File: config.mk
export PLATFORM = sky130hd
export DESIGN_NAME = json_structural_indexer
export DESIGN_NICKNAME = d
export VERILOG_FILES = /design/src/sv/jsi_pkg.sv /design/src/sv/jsi_front.sv /design/src/sv/jsi_fifo.sv /design/src/sv/jsi_back.sv /design/src/sv/json_structural_indexer.sv
export SDC_FILE = /design/constraint.sdc
export NUM_CORES = 1
export LEC_CHECK = 0
export BUFFER_PORTS_ARGS = -buffer_cell sky130_fd_sc_hd__buf_4
export CAP_MARGIN = 0
export CORE_MARGIN = 3
export CORE_UTILIZATION = 26
export CTS_CLUSTER_DIAMETER = 60
export CTS_CLUSTER_SIZE = 24
export DETAILED_ROUTE_END_ITERATION = 8
export PLACE_DENSITY = 0.41
export SYNTH_ARGS = -nofsm -noshare
export SYNTH_HDL_FRONTEND = slang
export SYNTH_SLANG_ARGS = --single-unit
File: constraint.sdc
create_clock -name clk -period 24.3 [get_ports clk]
set_clock_uncertainty 0.05 [all_clocks]
set_input_delay 2.43 -clock clk [delete_from_list [all_inputs] [get_ports clk]]
set_output_delay 2.43 -clock clk [all_outputs]
set_load 0.02 [all_outputs]
File: src/sv/jsi_pkg.sv
// Shared types, constants and helpers for the JSON structural indexer.
// No dependencies; every module of the block imports this package.
package jsi_pkg;

  localparam int BYTES_PER_ITEM = 8;
  localparam int OFFSET_WIDTH   = 32;
  localparam int IDX_W  = (BYTES_PER_ITEM > 1) ? $clog2(BYTES_PER_ITEM) : 1;
  localparam int POP_W  = $clog2(BYTES_PER_ITEM + 1);
  localparam int FIFO_DEPTH = 4;
  localparam int FIFO_AW    = $clog2(FIFO_DEPTH);

  localparam logic [7:0] CH_LBRACE = 8'h7B;
  localparam logic [7:0] CH_RBRACE = 8'h7D;
  localparam logic [7:0] CH_LBRACK = 8'h5B;
  localparam logic [7:0] CH_RBRACK = 8'h5D;
  localparam logic [7:0] CH_COMMA  = 8'h2C;
  localparam logic [7:0] CH_COLON  = 8'h3A;
  localparam logic [7:0] CH_BSLASH = 8'h5C;
  localparam logic [7:0] CH_QUOTE  = 8'h22;

  typedef struct packed {
    logic [63:0] data_word;
    logic [3:0]  byte_count;
    logic        end_of_stream;
  } in_item_t;

  typedef struct packed {
    logic [31:0] offset_value;
    logic        is_count;
    logic        last_of_item;
  } out_item_t;

  // One classified input item waiting for the back end.
  typedef struct packed {
    logic [BYTES_PER_ITEM-1:0] mask;
    logic [OFFSET_WIDTH-1:0]   base;
    logic                      eos;
    logic [OFFSET_WIDTH-1:0]   total;
  } entry_t;

  typedef struct packed {
    logic               full;
    logic               empty;
    logic [FIFO_AW:0]   level;
  } fifo_status_t;

  function automatic logic is_structural(input logic [7:0] b);
    return (b == CH_LBRACE) || (b == CH_RBRACE) || (b == CH_LBRACK) ||
           (b == CH_RBRACK) || (b == CH_COMMA) || (b == CH_COLON);
  endfunction

endpackage

File: src/sv/jsi_front.sv
// Front end: scans the bytes of an accepted item and builds a queue entry.
// Holds the string, escape, position and count state. Depends on jsi_pkg.
module jsi_front import jsi_pkg::*; (
  input  logic     clk,
  input  logic     rst_n,
  input  in_item_t in_item,
  input  logic     in_accept,
  output entry_t   ent,
  output logic     ent_push
);

  logic                      ins_r, ins_nxt;
  logic                      bs_r, bs_nxt;
  logic [OFFSET_WIDTH-1:0]   pos_r, pos_nxt;
  logic [OFFSET_WIDTH-1:0]   total_r, total_nxt;
  logic [BYTES_PER_ITEM-1:0] mask;
  logic [POP_W-1:0]          pc;
  logic [3:0]                cnt;
  logic                      ins_s, bs_s;
  logic [OFFSET_WIDTH:0]     sum;
  logic [OFFSET_WIDTH-1:0]   total_sat;

  always_comb begin
    logic [7:0] b;
    b = '0;
    if (in_item.byte_count > 4'(BYTES_PER_ITEM)) begin
      cnt = 4'(BYTES_PER_ITEM);
    end else begin
      cnt = in_item.byte_count;
    end
    ins_s = ins_r;
    bs_s  = bs_r;
    mask  = '0;
    pc    = '0;
    // Escapes count only inside a string; outside, a backslash is plain.
    for (int i = 0; i < BYTES_PER_ITEM; i++) begin
      b = in_item.data_word[8*i +: 8];
      if (4'(i) < cnt) begin
        if (ins_s) begin
          if (bs_s) begin
            bs_s = 1'b0;
          end else if (b == CH_BSLASH) begin
            bs_s = 1'b1;
          end else if (b == CH_QUOTE) begin
            ins_s = 1'b0;
          end
        end else if (b == CH_QUOTE) begin
          ins_s   = 1'b1;
          mask[i] = 1'b1;
        end else if (is_structural(b)) begin
          mask[i] = 1'b1;
        end
      end
      pc = pc + POP_W'(mask[i]);
    end
    sum       = {1'b0, total_r} + (OFFSET_WIDTH + 1)'(pc);
    total_sat = sum[OFFSET_WIDTH] ? '1 : sum[OFFSET_WIDTH-1:0];
  end

  always_comb begin
    ins_nxt   = ins_r;
    bs_nxt    = bs_r;
    pos_nxt   = pos_r;
    total_nxt = total_r;
    if (in_accept) begin
      if (in_item.end_of_stream) begin
        ins_nxt   = 1'b0;
        bs_nxt    = 1'b0;
        pos_nxt   = '0;
        total_nxt = '0;
      end else begin
        ins_nxt   = ins_s;
        bs_nxt    = bs_s;
        pos_nxt   = pos_r + OFFSET_WIDTH'(cnt);
        total_nxt = total_sat;
      end
    end
  end

  assign ent.mask  = mask;
  assign ent.base  = pos_r;
  assign ent.eos   = in_item.end_of_stream;
  assign ent.total = total_sat;
  assign ent_push  = in_accept && ((pc != '0) || in_item.end_of_stream);

  always_ff @(posedge clk) begin
    if (!rst_n) begin
      ins_r   <= 1'b0;
      bs_r    <= 1'b0;
      pos_r   <= '0;
      total_r <= '0;
    end else begin
      ins_r   <= ins_nxt;
      bs_r    <= bs_nxt;
      pos_r   <= pos_nxt;
      total_r <= total_nxt;
    end
  end

endmodule

File: src/sv/jsi_fifo.sv
// Short queue of classified entries between the front and back ends.
// Depends on jsi_pkg for the entry type and depth.
module jsi_fifo import jsi_pkg::*; (
  input  logic         clk,
  input  logic         rst_n,
  input  entry_t       wr_ent,
  input  logic         wr_en,
  output entry_t       rd_ent,
  input  logic         rd_en,
  output fifo_status_t status
);

  entry_t             mem_r [FIFO_DEPTH];
  logic [FIFO_AW-1:0] wp_r, wp_nxt;
  logic [FIFO_AW-1:0] rp_r, rp_nxt;
  logic [FIFO_AW:0]   lvl_r, lvl_nxt;

  always_comb begin
    wp_nxt  = wr_en ? wp_r + 1'b1 : wp_r;
    rp_nxt  = rd_en ? rp_r + 1'b1 : rp_r;
    lvl_nxt = lvl_r + (FIFO_AW + 1)'(wr_en) - (FIFO_AW + 1)'(rd_en);
  end

  assign rd_ent       = mem_r[rp_r];
  assign status.full  = (lvl_r == (FIFO_AW + 1)'(FIFO_DEPTH));
  assign status.empty = (lvl_r == '0);
  assign status.level = lvl_r;

  always_ff @(posedge clk) begin
    if (wr_en) begin
      mem_r[wp_r] <= wr_ent;
    end
  end

  always_ff @(posedge clk) begin
    if (!rst_n) begin
      wp_r  <= '0;
      rp_r  <= '0;
      lvl_r <= '0;
    end else begin
      wp_r  <= wp_nxt;
      rp_r  <= rp_nxt;
      lvl_r <= lvl_nxt;
    end
  end

endmodule

File: src/sv/jsi_back.sv
// Back end: expands one queue entry into offset results, one per cycle while
// the output is free, then the count result at end of stream. Depends on jsi_pkg.
module jsi_back import jsi_pkg::*; (
  input  logic         clk,
  input  logic         rst_n,
  input  entry_t       head,
  input  fifo_status_t fst,
  output logic         head_pop,
  output out_item_t    out_item,
  output logic         out_empty,
  input  logic         out_pop
);

  logic                      cur_valid_r;
  logic [BYTES_PER_ITEM-1:0] cur_mask_r, mask_left;
  logic [OFFSET_WIDTH-1:0]   cur_base_r;
  logic                      cur_eos_r;
  logic [OFFSET_WIDTH-1:0]   cur_total_r;
  logic                      out_valid_r;
  out_item_t                 out_item_r, res;
  logic                      adv, finish, cur_free;
  logic [IDX_W-1:0]          idx;

  always_comb begin
    idx = '0;
    for (int i = BYTES_PER_ITEM - 1; i >= 0; i--) begin
      if (cur_mask_r[i]) begin
        idx = IDX_W'(i);
      end
    end
  end

  // Clearing the lowest set bit leaves the offsets still to go.
  assign mask_left = cur_mask_r & (cur_mask_r - 1'b1);
  assign adv       = cur_valid_r && (!out_valid_r || out_pop);

  always_comb begin
    if (cur_mask_r != '0) begin
      res.offset_value = 32'(cur_base_r + OFFSET_WIDTH'(idx));
      res.is_count     = 1'b0;
      res.last_of_item = (mask_left == '0) && !cur_eos_r;
      finish           = (mask_left == '0) && !cur_eos_r;
    end else begin
      res.offset_value = 32'(cur_total_r);
      res.is_count     = 1'b1;
      res.last_of_item = 1'b1;
      finish           = 1'b1;
    end
  end

  assign cur_free  = !cur_valid_r || (adv && finish);
  assign head_pop  = !fst.empty && cur_free;
  assign out_item  = out_item_r;
  assign out_empty = !out_valid_r;

  always_ff @(posedge clk) begin
    if (!rst_n) begin
      cur_valid_r <= 1'b0;
      out_valid_r <= 1'b0;
    end else begin
      if (head_pop) begin
        cur_valid_r <= 1'b1;
      end else if (adv && finish) begin
        cur_valid_r <= 1'b0;
      end
      if (adv) begin
        out_valid_r <= 1'b1;
      end else if (out_pop) begin
        out_valid_r <= 1'b0;
      end
    end
  end

  always_ff @(posedge clk) begin
    if (head_pop) begin
      cur_mask_r  <= head.mask;
      cur_base_r  <= head.base;
      cur_eos_r   <= head.eos;
      cur_total_r <= head.total;
    end else if (adv) begin
      cur_mask_r <= mask_left;
    end
    if (adv) begin
      out_item_r <= res;
    end
  end

endmodule

File: src/sv/json_structural_indexer.sv
// Top level of the JSON structural indexer: front end, entry queue, back end.
// Depends on jsi_pkg, jsi_front, jsi_fifo and jsi_back.
//
// The block takes one item of up to eight text bytes in every cycle while
// in_full is low; the front end classifies all bytes of an item in that
// cycle and queues one entry (items that yield nothing are not queued).
// The back end delivers one result per cycle while the output register is
// empty or popped, so an item holds the back end until all its results (its
// offsets, plus the count at end of stream) are out, and the sustained rate
// is set by that output register. A four-entry queue absorbs bursts; each
// result passes the queue, the current-entry register and the output register.
module json_structural_indexer import jsi_pkg::*; (
  input  logic      clk,
  input  logic      rst_n,
  input  in_item_t  in_item,
  input  logic      in_push,
  output logic      in_full,
  output out_item_t out_item,
  output logic      out_empty,
  input  logic      out_pop
);

  logic         in_accept;
  entry_t       ent, head;
  logic         ent_push, head_pop;
  fifo_status_t fst;

  assign in_full   = fst.full;
  assign in_accept = in_push && !in_full;

  jsi_front u_front (
    .clk       (clk),
    .rst_n     (rst_n),
    .in_item   (in_item),
    .in_accept (in_accept),
    .ent       (ent),
    .ent_push  (ent_push)
  );

  jsi_fifo u_fifo (
    .clk    (clk),
    .rst_n  (rst_n),
    .wr_ent (ent),
    .wr_en  (ent_push),
    .rd_ent (head),
    .rd_en  (head_pop),
    .status (fst)
  );

  jsi_back u_back (
    .clk       (clk),
    .rst_n     (rst_n),
    .head      (head),
    .fst       (fst),
    .head_pop  (head_pop),
    .out_item  (out_item),
    .out_empty (out_empty),
    .out_pop   (out_pop)
  );

  // The count result always closes its item.
  a_count_is_last: assert property (@(posedge clk) disable iff (!rst_n)
    (!out_empty && out_item.is_count) |-> out_item.last_of_item)
    else $error("count result without last_of_item");

  // Only entries that carry work are queued.
  a_entry_has_work: assert property (@(posedge clk) disable iff (!rst_n)
    ent_push |-> ((ent.mask != '0) || ent.eos))
    else $error("empty entry queued");

  // The queue level moves by at most one per cycle.
  a_level_step: assert property (@(posedge clk) disable iff (!rst_n)
    rst_n |=> ((fst.level == $past(fst.level)) ||
               (fst.level == $past(fst.level) + 1'b1) ||
               (fst.level == $past(fst.level) - 1'b1)))
    else $error("queue level jumped");

endmodule

==> qor.yml <==
placement:
  portBuffers: 108
  dp_hpwl_mm: 30.7
  place.gp.congestion: 0.692
clock_tree:
  clock_sinks: 476
  clkLatencyLatePin_ns: 0.59
  clock-root-buffer: "clkbuf_16"
  htreeDepth: 2
  numCtsBuffers: 38
  cts_resized: 0
  clk_pin_slew_ns: 0.09
  post_cts_buffers: 0
  clock_path_buffers: 3
  cts_hold_buf: 0
  cts_tree: "built"
cells_and_area:
  num_antenna_cells: 0
  drive_above_1_share_pct: 19.0
  final_cell_mix: "399 x edfxtp_1, 122 x buf_4, 116 x nand2_1, 114 x nor2_1, 75 x dfxtp_1"
  nFillCells: 7714
  syn_to_final_growth_pct: 16.9
  final_nets: 1647
  layout_commonest_cell: "edfxtp_1"
timing:
  maxSlewViolCount: 0
  setup_violations: 0
  worstMarginPinSlew_ns: 1.02
  maxSlewHeadroom_pct: 32.1
  grt_setup_unrepaired: "no"
  finalCritPeriodShare_pct: 44.0
  period_needed_ns: 10.68
  finalHoldViolations: 0
  fmax_mhz: 93.6
  whs_ns: 0.436
  setup_tns_ns: 0
detailed_routing:
  num_vias: 12000
  drc: 0
  firstDrtPassIters: 5
  drt_iter0_drc: 635
  final_antenna_net_count: 0
  wl_per_cell_microns: 18.6
  wl_mm: 48.5
  via_per_inst: 4.58
grt:
  track_usage_pct: 11.9
  met2_usage_pct: 19.7
  grtUsageMet3_pct: 1.88
  grt-ovfl-total: 0
  busiest_layer: "met2"
  antenna_found_initial: 0
  gr-usage-met1_pct: 16.3
  grt_pass1_wl_mm: 75.6
  grt_max_degree: 61
  first_global_vias: 12500
critical_path:
  critPathMaxFanout: 32
  max_stage_delay_ns: 0.56
  critPathLaunchType: "primary input"
  required_ns: 24.78
  crit_arrival_ns: 11.16
  rrSetupSlack_ns: 15.80
  cpMostUsedCell: "fa_1"
  cpMaxStageDelayCell: "or4b_4"
  crit_path_end_kind: "flop"
  path_class: "in -> reg"
power_and_ir_drop:
  powerDensity_nw_per_um2: 95.8
  p_leak_nw: 7.98
  ir_worst_vdd_mv: 0.0412
logic_synthesis:
  syn_area_per_cell_sq_um: 14.2
  synthAdderAreaFrac_pct: 2.10
  async_flop_share_pct: 0
  synth_compound_area_share_pct: 6.77
  synthCells: 1438
  synthesis.nets: 1539
  synthesis.area_sq_um: 20500
  synth_seq_cells: 476
  synth_edf_count: 399
  synthMuxAreaShare_pct: 8.58
  yosysWarningCount: 0
  synthSimpleGateAreaFrac_pct: 11.0
  synth-xor-area-share_pct: 3.47
  synth_flop_cell: "edfxtp_1"
  seq_area_frac_synth_pct: 66.1
  synth_top_family_by_area: "simple AND/OR/NAND/NOR gates"
  synth_cell_type_count: 80
floorplanning:
  die_w_microns: 287
  initial_core_util_pct: 26.3
  core_sq_um: 77700
  num_rows: 102
  dieArea_sq_um: 82100
  ios: 109
  dieHeight_microns: 287
flow_run:
  drv_cap: 0
status:
  status: "finished, final reports clean"
hold_path:
  min_path_type: "reg -> reg"
==> area by class of cell <==
| class | count | area [sq um] | area share [%] |
|---|---|---|---|
| Multi-Input combinational cell | 852 | 6560 | 27.4 |
| Tap cell | 1040 | 1300 | 5.44 |
| Sequential cell | 476 | 13500 | 56.5 |
| Clock inverter | 30 | 459 | 1.92 |
| Clock buffer | 39 | 955 | 3.99 |
| Timing Repair Buffer | 122 | 916 | 3.83 |
| Inverter | 56 | 210 | 0.878 |
==> final timing paths <==
check        cells past startpoint               start                   to
max                             29         in_item[13]  u_front.total_r[12]
min                              2  u_back.cur_valid_r   u_back.out_valid_r
max reg2reg                     27       u_front.ins_r  u_front.total_r[12]
min reg2reg                      2  u_back.cur_valid_r   u_back.out_valid_r
==> registers in the layout, indices dropped and copies added, names as in the netlist, named ones only <==
name / count
u_fifo.rp_r: 2
u_front.total_r: 32
u_front.ins_r: 1
u_back.out_item: 34
u_back.cur_eos_r: 1
u_fifo.mem_r: 292
u_back.cur_mask_r: 8
u_fifo.lvl_r: 3
u_back.cur_total_r: 32
u_front.pos_r: 32
u_back.out_valid_r: 1
u_back.cur_base_r: 32
u_fifo.wp_r: 2
u_back.cur_valid_r: 1
u_front.bs_r: 1
==> where the power goes <==
group          switching, mW  internal (mW)  total, mW
logic                  0.283          0.185      0.468
clock network          0.338          0.355      0.693
registers             0.0677           1.06       1.13
==> critical path, delay by kind of cell <==
kind,cells,cell delay [ns]
AO/OA/AOI/OAI,6,1.17
AND/OR/NAND/NOR,16,5.02
buffers and inverters,2,0.52
multiplexers,1,0.15
adder cells (fa/ha/maj),4,1.86
==> per-stage QoR <==
stage          total power, mW  util [%]  std cells  setup slack (ns)  instance area (sq um)
2_1_floorplan             1.43         -       1438             14.46                  20500
3_3_place_gp              1.63      29.0       2546             13.23                  22500
3_5_place_dp              1.64      29.0       2546             13.05                  22500
4_1_cts                   2.34      30.8       2615             13.66                  23900
5_1_grt                   2.42      30.8       2615             12.84                  23900
6_report                  2.29      30.8       2615             13.62                  23900
==> cells in the mapped netlist, types with 3 or more instances <==
cell	n	area, sq um
edfxtp_1	399	12000
nand2_1	116	435
nor2_1	115	432
dfxtp_1	77	1540
mux4_2	73	1640
o21ai_0	57	285
inv_1	55	206
xor2_1	51	447
a21oi_1	48	240
clkbuf_1	43	161
nand3_1	41	205
xnor2_1	30	263
a22oi_1	27	203
nor3_1	21	105
ha_1	20	250
nand4_1	20	125
and3_1	18	113
nand2b_1	18	113
nor2b_1	16	100
or3_1	14	87.6
a31oi_1	13	81.3
buf_1	11	41.3
and2_1	10	62.6
a21o_1	9	67.6
o22ai_1	9	56.3
fa_1	8	160
nand3b_1	8	60.1
mux2i_1	7	70.1
nor4_1	7	43.8
or2_2	7	43.8
nor3b_1	6	45.0
nor4b_1	5	43.8
o21a_1	5	37.5
o21ai_1	5	25.0
a211oi_1	4	30.0
o211ai_1	4	30.0
a32oi_1	3	26.3
a41oi_1	3	26.3
and4_1	3	26.3
or4b_1	3	30.0
==> cell families after synthesis <==
family	Yosys count
adder cells (fa/ha/maj)	30
AO/OA/AOI/OAI	214
flip-flops	476
multiplexers	83
AND/OR/NAND/NOR	444
buffers and inverters	110
XOR/XNOR	81
==> per-layer routing <==
metal,wire length [microns],share of wire (%),vias to the layer above
met5,0,0,-
met4,949,2.0,0
met3,1630,3.4,54
met2,23100,48,178
met1,22900,47,6093
li1,-,-,5663
(Power assumes the default switching activity.)
